===== config.mk =====
export PLATFORM = sky130hd
export DESIGN_NAME = ascii_setpoint_frame_parser_core
export DESIGN_NICKNAME = d
export VERILOG_FILES = /design/src/sv/asfp_pkg.sv /design/src/sv/asfp_front.sv /design/src/sv/asfp_fifo.sv /design/src/sv/asfp_back.sv /design/src/sv/ascii_setpoint_frame_parser_core.sv
export VERILOG_INCLUDE_DIRS = /design/src /design/src/sv
export SDC_FILE = /design/constraint.sdc
export NUM_CORES = 1
export LEC_CHECK = 0
export BUFFER_PORTS_ARGS = -buffer_cell sky130_fd_sc_hd__buf_2
export CORE_MARGIN = 2
export CORE_UTILIZATION = 25
export CTS_CLUSTER_DIAMETER = 100
export DETAILED_ROUTE_END_ITERATION = 12
export GPL_ROUTABILITY_DRIVEN = 0
export PLACE_DENSITY = 0.53
export SYNTH_ARGS = -nofsm -noshare
export SYNTH_HDL_FRONTEND = slang
export SYNTH_HIERARCHICAL = 1
export SYNTH_SLANG_ARGS = --single-unit

===== constraint.sdc =====
create_clock -name clk -period 6 [get_ports clk]
set_clock_uncertainty 0.1 [all_clocks]
set_input_delay 1.2 -clock clk [delete_from_list [all_inputs] [get_ports clk]]
set_output_delay 1.2 -clock clk [all_outputs]
set_load 0.05 [all_outputs]

===== src/sv/ascii_setpoint_frame_parser_core_defines.svh =====
// Assertion macros for the setpoint frame parser.
`ifndef ASCII_SETPOINT_FRAME_PARSER_CORE_DEFINES_SVH
`define ASCII_SETPOINT_FRAME_PARSER_CORE_DEFINES_SVH

// Checked outside reset only.
`define ASFP_CHECK(lbl, prop, msg) \
  lbl: assert property (@(posedge clk) disable iff (rst) prop) \
    else $error(msg);

// Checked at every edge, reset included.
`define ASFP_CHECK_ALWAYS(lbl, prop, msg) \
  lbl: assert property (@(posedge clk) prop) else $error(msg);

`endif


===== src/sv/asfp_pkg.sv =====
package asfp_pkg;

  localparam logic [7:0] CH_LT   = 8'h3C;  // '<'
  localparam logic [7:0] CH_B    = 8'h62;  // 'b'
  localparam logic [7:0] CH_C    = 8'h63;  // 'c'
  localparam logic [7:0] CH_D    = 8'h64;  // 'd'
  localparam logic [7:0] CH_ZERO = 8'd48;
  localparam logic [7:0] CH_NINE = 8'd57;

  localparam int FRAME_LEN  = 7;
  localparam int POS_W      = 3;
  localparam logic [POS_W-1:0] LAST_POS = POS_W'(FRAME_LEN - 1);
  localparam int NUM_DIGITS = 4;
  localparam int MAG_W      = 14;
  localparam int SP_W       = 15;
  localparam int SP_MAX     = 9999;

  localparam logic [1:0] ST_OK    = 2'd0;
  localparam logic [1:0] ST_DELIM = 2'd1;
  localparam logic [1:0] ST_DIGIT = 2'd2;
  localparam logic [1:0] ST_CMD   = 2'd3;

  localparam int FIFO_DEPTH = 2;
  localparam int FIFO_AW    = $clog2(FIFO_DEPTH);
  localparam int FIFO_CW    = $clog2(FIFO_DEPTH + 1);

  typedef enum logic [1:0] {
    CMD_POS,
    CMD_NEG,
    CMD_BAD
  } cmd_t;

  // Classified frame handed from the front to the back
  typedef struct packed {
    logic                        delim_ok;
    logic                        digits_ok;
    cmd_t                        cmd;
    logic [NUM_DIGITS-1:0][3:0]  digit;   // digit[0] is the thousands digit
  } frame_rec_t;

  typedef struct packed {
    logic [POS_W-1:0] pos;
    logic             push;
  } front_stat_t;

  function automatic logic is_digit(input logic [7:0] b);
    return (b >= CH_ZERO) && (b <= CH_NINE);
  endfunction

endpackage


===== src/sv/asfp_front.sv =====
module asfp_front (
  input  logic                     clk,
  input  logic                     rst,
  input  logic                     in_valid,
  input  logic [7:0]               in_byte,
  output logic                     in_ready,
  input  logic                     q_ready,
  output logic                     push,
  output asfp_pkg::frame_rec_t     rec,
  output asfp_pkg::front_stat_t    stat
);
  import asfp_pkg::*;

  logic [POS_W-1:0] pos;
  logic [7:0]       frame_buf [0:FRAME_LEN-2];
  logic             xfer;
  logic             is_lt;

  assign in_ready = q_ready;
  assign xfer     = in_valid && q_ready;
  assign is_lt    = (in_byte == CH_LT);
  assign push     = xfer && !is_lt && (pos == LAST_POS);

  always_ff @(posedge clk) begin
    if (rst) begin
      pos <= '0;
    end else if (xfer) begin
      if (is_lt) begin
        pos <= POS_W'(1);
      end else if (pos == LAST_POS) begin
        pos <= '0;
      end else begin
        pos <= pos + POS_W'(1);
      end
    end
  end

  // The closing byte is classified straight from the input, never stored
  always_ff @(posedge clk) begin
    if (xfer) begin
      if (is_lt) begin
        frame_buf[0] <= in_byte;
      end else if (pos != LAST_POS) begin
        frame_buf[pos] <= in_byte;
      end
    end
  end

  always_comb begin
    rec.delim_ok  = (frame_buf[0] == CH_LT) && (in_byte == CH_B);
    rec.digits_ok = 1'b1;
    for (int k = 0; k < NUM_DIGITS; k++) begin
      if (!is_digit(frame_buf[k+2])) begin
        rec.digits_ok = 1'b0;
      end
      rec.digit[k] = frame_buf[k+2][3:0];
    end
    if (frame_buf[1] == CH_C) begin
      rec.cmd = CMD_POS;
    end else if (frame_buf[1] == CH_D) begin
      rec.cmd = CMD_NEG;
    end else begin
      rec.cmd = CMD_BAD;
    end
  end

  assign stat.pos  = pos;
  assign stat.push = push;

endmodule


===== src/sv/asfp_fifo.sv =====
module asfp_fifo (
  input  logic                  clk,
  input  logic                  rst,
  input  logic                  wr_valid,
  input  asfp_pkg::frame_rec_t  wr_data,
  output logic                  wr_ready,
  output logic                  rd_valid,
  output asfp_pkg::frame_rec_t  rd_data,
  input  logic                  rd_ready
);
  import asfp_pkg::*;

  frame_rec_t          mem [0:FIFO_DEPTH-1];
  logic [FIFO_AW-1:0]  wr_ptr;
  logic [FIFO_AW-1:0]  rd_ptr;
  logic [FIFO_CW-1:0]  count;
  logic                do_wr;
  logic                do_rd;

  assign wr_ready = (count != FIFO_CW'(FIFO_DEPTH));
  assign rd_valid = (count != '0);
  assign do_wr    = wr_valid && wr_ready;
  assign do_rd    = rd_valid && rd_ready;
  assign rd_data  = mem[rd_ptr];

  always_ff @(posedge clk) begin
    if (do_wr) begin
      mem[wr_ptr] <= wr_data;
    end
  end

  always_ff @(posedge clk) begin
    if (rst) begin
      wr_ptr <= '0;
      rd_ptr <= '0;
      count  <= '0;
    end else begin
      if (do_wr) begin
        wr_ptr <= (wr_ptr == FIFO_AW'(FIFO_DEPTH - 1)) ? '0 : wr_ptr + FIFO_AW'(1);
      end
      if (do_rd) begin
        rd_ptr <= (rd_ptr == FIFO_AW'(FIFO_DEPTH - 1)) ? '0 : rd_ptr + FIFO_AW'(1);
      end
      if (do_wr && !do_rd) begin
        count <= count + FIFO_CW'(1);
      end else if (do_rd && !do_wr) begin
        count <= count - FIFO_CW'(1);
      end
    end
  end

endmodule


===== src/sv/asfp_back.sv =====
module asfp_back (
  input  logic                         clk,
  input  logic                         rst,
  input  logic                         q_valid,
  input  asfp_pkg::frame_rec_t         rec,
  output logic                         q_ready,
  output logic                         out_valid,
  input  logic                         out_ready,
  output logic signed [asfp_pkg::SP_W-1:0] setpoint,
  output logic [1:0]                   status
);
  import asfp_pkg::*;

  logic                   load;
  logic [MAG_W-1:0]       mag;
  logic signed [SP_W-1:0] sp_next;
  logic [1:0]             status_next;

  assign q_ready = !out_valid || out_ready;
  assign load    = q_valid && q_ready;

  assign mag = MAG_W'(rec.digit[0]) * MAG_W'(1000)
             + MAG_W'(rec.digit[1]) * MAG_W'(100)
             + MAG_W'(rec.digit[2]) * MAG_W'(10)
             + MAG_W'(rec.digit[3]);

  always_comb begin
    sp_next     = '0;
    status_next = ST_OK;
    priority if (!rec.delim_ok) begin
      status_next = ST_DELIM;
    end else if (!rec.digits_ok) begin
      status_next = ST_DIGIT;
    end else begin
      unique case (rec.cmd)
        CMD_POS: sp_next = $signed({1'b0, mag});
        CMD_NEG: sp_next = -$signed({1'b0, mag});
        default: status_next = ST_CMD;
      endcase
    end
  end

  always_ff @(posedge clk) begin
    if (rst) begin
      out_valid <= 1'b0;
    end else if (load) begin
      out_valid <= 1'b1;
    end else if (out_ready) begin
      out_valid <= 1'b0;
    end
  end

  always_ff @(posedge clk) begin
    if (load) begin
      setpoint <= sp_next;
      status   <= status_next;
    end
  end

endmodule


===== src/sv/ascii_setpoint_frame_parser_core.sv =====
// Throughput: one byte per cycle, sustained, with m_tready held high.
// After its closing byte transfers, the result of a frame passes through the frame
// queue and then the output register.
// A two-entry frame queue lets the byte side keep running while a result waits.
// Reset (rst, synchronous): position returns to 0, queue empties, m_tvalid drops.
`include "ascii_setpoint_frame_parser_core_defines.svh"

module ascii_setpoint_frame_parser_core (
  input  logic        clk,
  input  logic        rst,
  input  logic        s_tvalid,
  output logic        s_tready,
  input  logic [7:0]  s_tdata,   // [7:0] rx_byte
  output logic        m_tvalid,
  input  logic        m_tready,
  output logic [15:0] m_tdata,   // [14:0] setpoint_hundredths, [15] zero
  output logic [1:0]  m_tuser    // [1:0] status
);
  import asfp_pkg::*;

  logic                   push;
  logic                   q_wr_ready;
  logic                   q_rd_valid;
  logic                   q_rd_ready;
  frame_rec_t             front_rec;
  frame_rec_t             back_rec;
  front_stat_t            fstat;
  logic signed [SP_W-1:0] setpoint;

  asfp_front u_front (
    .clk      (clk),
    .rst      (rst),
    .in_valid (s_tvalid),
    .in_byte  (s_tdata),
    .in_ready (s_tready),
    .q_ready  (q_wr_ready),
    .push     (push),
    .rec      (front_rec),
    .stat     (fstat)
  );

  asfp_fifo u_fifo (
    .clk      (clk),
    .rst      (rst),
    .wr_valid (push),
    .wr_data  (front_rec),
    .wr_ready (q_wr_ready),
    .rd_valid (q_rd_valid),
    .rd_data  (back_rec),
    .rd_ready (q_rd_ready)
  );

  asfp_back u_back (
    .clk       (clk),
    .rst       (rst),
    .q_valid   (q_rd_valid),
    .rec       (back_rec),
    .q_ready   (q_rd_ready),
    .out_valid (m_tvalid),
    .out_ready (m_tready),
    .setpoint  (setpoint),
    .status    (m_tuser)
  );

  assign m_tdata = {1'b0, setpoint};

  `ASFP_CHECK_ALWAYS(a_idle_after_reset, rst |=> !m_tvalid,
    "result valid right after reset")
  `ASFP_CHECK(a_err_zero, m_tvalid && (m_tuser != ST_OK) |-> (setpoint == '0),
    "error result with nonzero setpoint")
  `ASFP_CHECK(a_ok_range,
    m_tvalid && (m_tuser == ST_OK) |-> (setpoint <= SP_MAX) && (setpoint >= -SP_MAX),
    "setpoint out of range")
  `ASFP_CHECK(a_lt_restart,
    s_tvalid && s_tready && (s_tdata == CH_LT) |=> (fstat.pos == POS_W'(1)),
    "start byte did not restart frame")
  `ASFP_CHECK(a_push_last, fstat.push |-> (fstat.pos == LAST_POS),
    "frame pushed before last slot")

endmodule

==> results by group, run 1 <==
CTS
  • Worst skew pair latency: 0.41 ns
  • CTS tree: yes
  • Number of buffers added to fix hold violations after cts: 0
  • Clock slew at reported path FFs: around 0.060 ns
  • Clk Tree Root Cell: sky130_fd_sc_hd__clkbuf_16
  • H-tree depth: 4
  • TritonCTS Sinks: 114
  • Total clock buffers created by CTS: 17
  • Max Root-Sink Buffers: 2

Detailed routing
  • Number of iterations in the first detailed-routing pass: 4
  • WL/cell: 13.3 um
  • Residual DRC count: 0
  • Overall via count from detail_route: between 3000 and 4000
  • Remaining antenna violation count after routing: 0
  • Vias per inst: 4.25
  • Wire length after detailed routing: 11600 um
  • First DRT Iteration DRCs: 189

STA
  • Hold Violations, Final: 0
  • Final worst hold slack: 0.355 ns
  • Max Freq: 0.176 GHz
  • RSZ-0062 raised after global routing: no
  • Period minus WS final: ~5.7 ns
  • Final Slew Violations: 0
  • # setup viols final: 0
  • Max-slew headroom: 35.6%
  • Crit share post-route: between 90% and 100%
  • Minimum setup slack in the final design: 0.320 ns
  • Total negative slack for setup checks: 0 ns
  • Worst-Margin Slew: between 0.9 and 1 ns

Critical path
  • Endpoint required time on the critical path: 6.06 ns
  • Endpoint of the worst-slack reg-to-reg timing path: u_back/setpoint[14]$_SDFFCE_PN0P_
  • Critical Setup Path Class: reg2reg
  • Largest fanout of any net on the critical path: 5
  • Nature of the critical path endpoint: flip-flop
  • Cell count of the worst reg-to-reg path: 20
  • Type of origin of the critical path: flip-flop
  • Data arrival time of the critical path: around 5.7 ns
  • Flop-to-flop setup slack: approximately 0.32 ns

Floorplan
  • Initial Util: 25.4%
  • Floorplan row count: 58
  • Die ar.: 26900 um^2
  • Die boundary height: between 150 and 200 um
  • Num ports: 32
  • Core Box Area: 25200 um^2
  • Die outline width: around 160 um

Final layout
  • Layout fillers: 2504
  • Post-route cell area: 7420 um^2
  • Number of antenna cells inserted: 0
  • Number of nets in the layout: slightly above 600
  • Highest-count cells in the layout ignoring fill and taps: 105 x sky130_fd_sc_hd__edfxtp_1, 52 x sky130_fd_sc_hd__ha_1, 47 x sky130_fd_sc_hd__inv_1
  • Commonest non-fill, non-tap cell in the layout: sky130_fd_sc_hd__edfxtp_1
  • Area delta synth->final: 15.9%
  • Layout cell share with drive strength beyond 1: 19.6%

Place
  • Worst setup slack after placement: between 0.2 and 0.25 ns
  • Placed cell area: 6820 um^2
  • # port buffers: 30
  • Hpwl dp: 8650 um

Synth
  • Area of the mapped netlist: 6400 um^2
  • Syn_nets: 580
  • Mean instance size in the synthesized netlist: 12.8 um^2
  • Yosys Warn Count: 6
  • Post-Syn Instances: about 500

Hold path
  • Worst min-delay path startpoint: u_front/frame_buf[3][0]$_DFFE_PP_
  • Hold Path Depth: 0
  • Hold crit path type: reg2reg
  • Worst Hold End: u_fifo/mem[1][4]$_DFFE_PP_

Global route
  • Largest net degree at the start of global routing: 21
  • Global-route usage over all layers: about 9%
  • Number of antenna violations at the first check in global routing: 0
  • First-pass GRT wire length: 18700 um
  • Overflow after GRT: 0
  • Via count of the first global-routing pass: 3794

Run
  • Number of maximum-capacitance violations: 0

Outcome
  • Status: finished clean
-- registers in the layout, summed over array words and instances (netlist names), named ones only --
register,flops
u_fifo/mem,40
u_fifo/count,2
u_back/status,2
u_fifo/wr_ptr,1
u_back/setpoint,15
u_front/pos,3
u_fifo/rd_ptr,1
u_front/frame_buf,48
u_back/out_valid,1
-- worst max-delay path by stage --
stage	from	end	slack, ns	cells past startpoint
CTS	flip-flop	u_back/setpoint[14]$_SDFFCE_PN0P_	0.20	20
global route	flip-flop	u_back/setpoint[14]$_SDFFCE_PN0P_	0.03	20
global placement	flip-flop	u_back/setpoint[14]$_SDFFCE_PN0P_	0.34	20
floorplan	flip-flop	u_back/setpoint[14]$_SDFFCE_PN0P_	0.38	21
detailed placement	flip-flop	u_back/setpoint[14]$_SDFFCE_PN0P_	0.21	20
finish	flip-flop	u_back/setpoint[14]$_SDFFCE_PN0P_	0.32	20
-- repair_timing --
item | 4_1_cts | 5_1_grt
setup endpoints to repair | 0 | 1
setup buffers | 0 | 0
resized for setup | 0 | 3
-- final cells by class --
class                           count  area [um^2]  area share (%)
Clock buffer                       17          425            5.73
Clock inverter                     15          173            2.33
Inverter                           47          176            2.38
Multi-Input combinational cell    314         2730            36.7
Sequential cell                   114         3330            44.9
Tap cell                          330          413            5.56
Timing Repair Buffer               33          173            2.33
-- per-stage QoR --
stage,utilization [%],instances
2_1_floorplan,-,499
3_3_place_gp,27.1,838
3_5_place_dp,27.1,838
4_1_cts,29.4,870
5_1_grt,29.5,870
6_report,29.5,870
-- per-layer routing --
metal	vias up	track usage (%)	share of wire [%]	wire [um]
li1	1848	-	-	-
met1	1787	11.0	47	5430
met2	52	15.7	50	5730
met3	12	2.15	2.5	293
met4	0	2.63	0.99	115
met5	-	0	0	0
-- critical path, stage by stage (launching register included) --
cell	delay, ns
sky130_fd_sc_hd__dfxtp_2	0.36
sky130_fd_sc_hd__mux2_2	0.40
sky130_fd_sc_hd__fa_1	0.63
sky130_fd_sc_hd__inv_1	0.11
sky130_fd_sc_hd__fa_1	0.50
sky130_fd_sc_hd__inv_1	0.04
sky130_fd_sc_hd__ha_1	0.32
sky130_fd_sc_hd__nor2b_1	0.14
sky130_fd_sc_hd__o21ai_1	0.16
sky130_fd_sc_hd__nand2_1	0.09
sky130_fd_sc_hd__xnor2_1	0.13
sky130_fd_sc_hd__ha_1	0.30
sky130_fd_sc_hd__ha_1	0.30
sky130_fd_sc_hd__ha_1	0.35
sky130_fd_sc_hd__a21o_1	0.19
sky130_fd_sc_hd__a21oi_1	0.16
sky130_fd_sc_hd__nor3b_1	0.19
sky130_fd_sc_hd__a211oi_1	0.11
sky130_fd_sc_hd__or3_4	0.34
sky130_fd_sc_hd__and2_1	0.16
sky130_fd_sc_hd__o311a_1	0.33
Power of run 1 is left out: the tool's default activity adds up to more than one toggle a clock period on the data nets, which glitch-free logic cannot reach.
==> run 2: changes to the inputs <==
--- a/config.mk
+++ b/config.mk
@@ -15,5 +15,4 @@
 export PLACE_DENSITY = 0.53
 export SYNTH_ARGS = -nofsm -noshare
 export SYNTH_HDL_FRONTEND = slang
-export SYNTH_HIERARCHICAL = 1
 export SYNTH_SLANG_ARGS = --single-unit
==> run 2 against run 1 <==
Net effect: non-clock buffer count is 1 lower; synthesized cell count is 6.2% lower; setup slack better by 0.091 ns; critical path type unchanged; critical endpoint is now u_back.setpoint[13]$_SDFFCE_PN0P_.
==> results by group, run 2 <==
Final layout
  • Number of nets in the layout: 592
  • Largest register FFs: 48
  • Multi-input gate area: 2570 um^2
  • Layout cell share with drive strength beyond 1: 17.4%
  • Number of antenna cells inserted: 0
  • Commonest non-fill, non-tap cell in the layout: sky130_fd_sc_hd__edfxtp_1
  • Reg with most FFs: u_front.frame_buf
  • Layout fillers: 2442
  • Highest-count cells in the layout ignoring fill and taps: 105 x sky130_fd_sc_hd__edfxtp_1, 52 x sky130_fd_sc_hd__ha_1, 45 x sky130_fd_sc_hd__nor2_1
  • Leading registers by flop count: u_front.frame_buf: 48 flops, u_fifo.mem: 40 flops, u_back.setpoint: 15 flops
  • Area delta synth->final: 18.3%
  • Sequential cell area: between 3000 and 4000 um^2

Synth
  • Total of flip-flops plus latches after synthesis: 114
  • List of most frequent post-synthesis cells: 105 x sky130_fd_sc_hd__edfxtp_1, 52 x sky130_fd_sc_hd__ha_1, 45 x sky130_fd_sc_hd__nor2_1, 43 x sky130_fd_sc_hd__inv_1, 23 x sky130_fd_sc_hd__a21oi_1
  • Yosys Warn Count: 0
  • Count leader, synth: sky130_fd_sc_hd__edfxtp_1
  • Post-Syn Instances: 468
  • Count of different cell masters after synthesis: 63
  • Leading post-synthesis cells by cell area: sky130_fd_sc_hd__edfxtp_1 52%, sky130_fd_sc_hd__ha_1 11%, sky130_fd_sc_hd__fa_1 5.6%
  • Share of flip-flops with an asynchronous set or reset after synthesis: 0%
  • Portion of the post-synthesis area used by sequential elements: 54.7%
  • Syn_nets: 549
  • Yosys top cell area share: 51.8%
  • Area of the mapped netlist: 6090 um^2
  • Cell accounting for the most synthesized area: sky130_fd_sc_hd__edfxtp_1
  • Most common flop cell mapped by yosys: sky130_fd_sc_hd__edfxtp_1
  • Mean instance size in the synthesized netlist: 13.0 um^2
  • Number of synthesized flops with an enable pin: between 100 and 150

Floorplan
  • Core Box Area: between 20000 and 25000 um^2
  • Die ar.: 25600 um^2
  • Die boundary height: 160 um
  • Die outline width: 160 um
  • Num ports: 32
  • Initial Util: 25.3%
  • Floorplan row count: 57

Detailed routing
  • Overall via count from detail_route: 3539
  • Wire length after detailed routing: 10900 um
  • WL/cell: 12.8 um
  • Residual DRC count: 0
  • Remaining antenna violation count after routing: 0
  • Vias per inst: 4.17
  • First DRT Iteration DRCs: 172
  • Number of iterations in the first detailed-routing pass: 4

CTS
  • Number of buffers added to fix hold violations after cts: 0
  • Worst skew pair latency: 0.41 ns
  • Cts repair resizes: 0
  • Max Root-Sink Buffers: 2
  • Number of buffers added for setup after CTS: 0
  • Clock slew at reported path FFs: 0.06 ns
  • H-tree depth: 4
  • TritonCTS Sinks: around 110
  • Total clock buffers created by CTS: 17
  • CTS tree: yes
  • Clk Tree Root Cell: sky130_fd_sc_hd__clkbuf_16

STA
  • Crit share post-route: between 90 and 100%
  • Worst-Margin Slew: 1.19 ns
  • Max Freq: around 0.18 GHz
  • Max-slew headroom: about a fifth
  • Final Slew Violations: 0
  • Total negative slack for setup checks: 0 ns
  • RSZ-0062 raised after global routing: no
  • Hold Violations, Final: 0
  • Period minus WS final: 5.59 ns
  • # setup viols final: 0

Critical path
  • Endpoint required time on the critical path: slightly above 6 ns
  • Data arrival time of the critical path: 5.62 ns
  • Critical Setup Path Class: reg2reg
  • Family of cells with the greatest summed delay on the critical path: adder cells
  • Most frequent cell on the critical path: sky130_fd_sc_hd__ha_1
  • Delay of the slowest cell on the worst path: about 0.56 ns
  • Type of origin of the critical path: flip-flop
  • Nature of the critical path endpoint: flip-flop
  • Largest fanout of any net on the critical path: 5
  • Ordered list of cells on the worst path: mux2_4 > fa_1 > inv_1 > fa_1 > inv_1 > ha_1 > a21o_1 > a21oi_1 > xor2_1 > ha_1 > ha_1 > ha_1 > a211oi_1 > o211a_1 > a221o_1 > nor4b_4 > a41oi_1 > xnor2_1 > nor2_1
  • Buffer and inverter count on the worst path: 2
  • Library cell contributing the largest single delay on the critical path: sky130_fd_sc_hd__fa_1

Global route
  • Number of antenna violations at the first check in global routing: 0
  • Largest net degree at the start of global routing: 21
  • First-pass GRT wire length: 18000 um
  • Global-route usage over all layers: under 10%
  • Via count of the first global-routing pass: roughly 3700
  • Overflow after GRT: 0

Outcome
  • Status: finished clean

Hold path
  • Hold crit path type: reg2reg

Place
  • Hpwl dp: 8100 um
  • # port buffers: 30

Run
  • Number of maximum-capacitance violations: 0
==> run 2: per-stage QoR <==
stage	util [%]	area [um^2]	cells	setup WS, ns	hold WS, ns
after floorplan	-	6090	468	0.121	0.321
after global placement	27.5	6630	816	0.396	0.339
after detailed placement	27.5	6630	816	0.283	0.345
after CTS	29.8	7190	848	0.268	0.358
after global routing	29.9	7200	848	0.00628	0.385
final	29.9	7200	848	0.411	0.357
==> run 2: kinds of logic after synthesis <==
family	after synthesis	synth area share, %
AO/OA/AOI/OAI	70	8.01
multiplexers	21	3.90
XOR/XNOR	29	4.29
AND/OR/NAND/NOR	112	9.43
flip-flops	114	54.7
other	1	0.0616
buffers and inverters	52	3.31
adder cells (fa/ha/maj)	69	16.3
==> run 2: worst paths after layout <==
path                                                         from                                end  slack (ns)  depth (start not counted)
worst max-delay path                                    flip-flop  u_back.setpoint[13]$_SDFFCE_PN0P_        0.41                         19
worst min register to register  u_front.frame_buf[2][0]$_DFFE_PP_         u_fifo.mem[0][0]$_DFFE_PP_        0.36                          0
worst max register to register                          flip-flop  u_back.setpoint[13]$_SDFFCE_PN0P_        0.41                         19
worst min-delay path            u_front.frame_buf[2][0]$_DFFE_PP_         u_fifo.mem[0][0]$_DFFE_PP_        0.36                          0
==> run 2: area by class of cell <==
cell class	count	area share, %
multi-input combinational	302	35.7
clock buffer	17	5.91
sequential	114	46.3
clock inverter	15	1.84
timing repair buffer	32	2.34
tap	324	5.63
inverter	44	2.29
==> run 2: routing by layer <==
metal / global-route usage (%) / routed length, um / up-vias
met5: 0 / 0 / -
met4: 2.66 / 53 / 0
met3: 2.23 / 266 / 6
met2: 15.3 / 5480 / 42
met1: 10.7 / 5080 / 1703
li1: - / - / 1788
Power of run 2 is left out for the same reason.
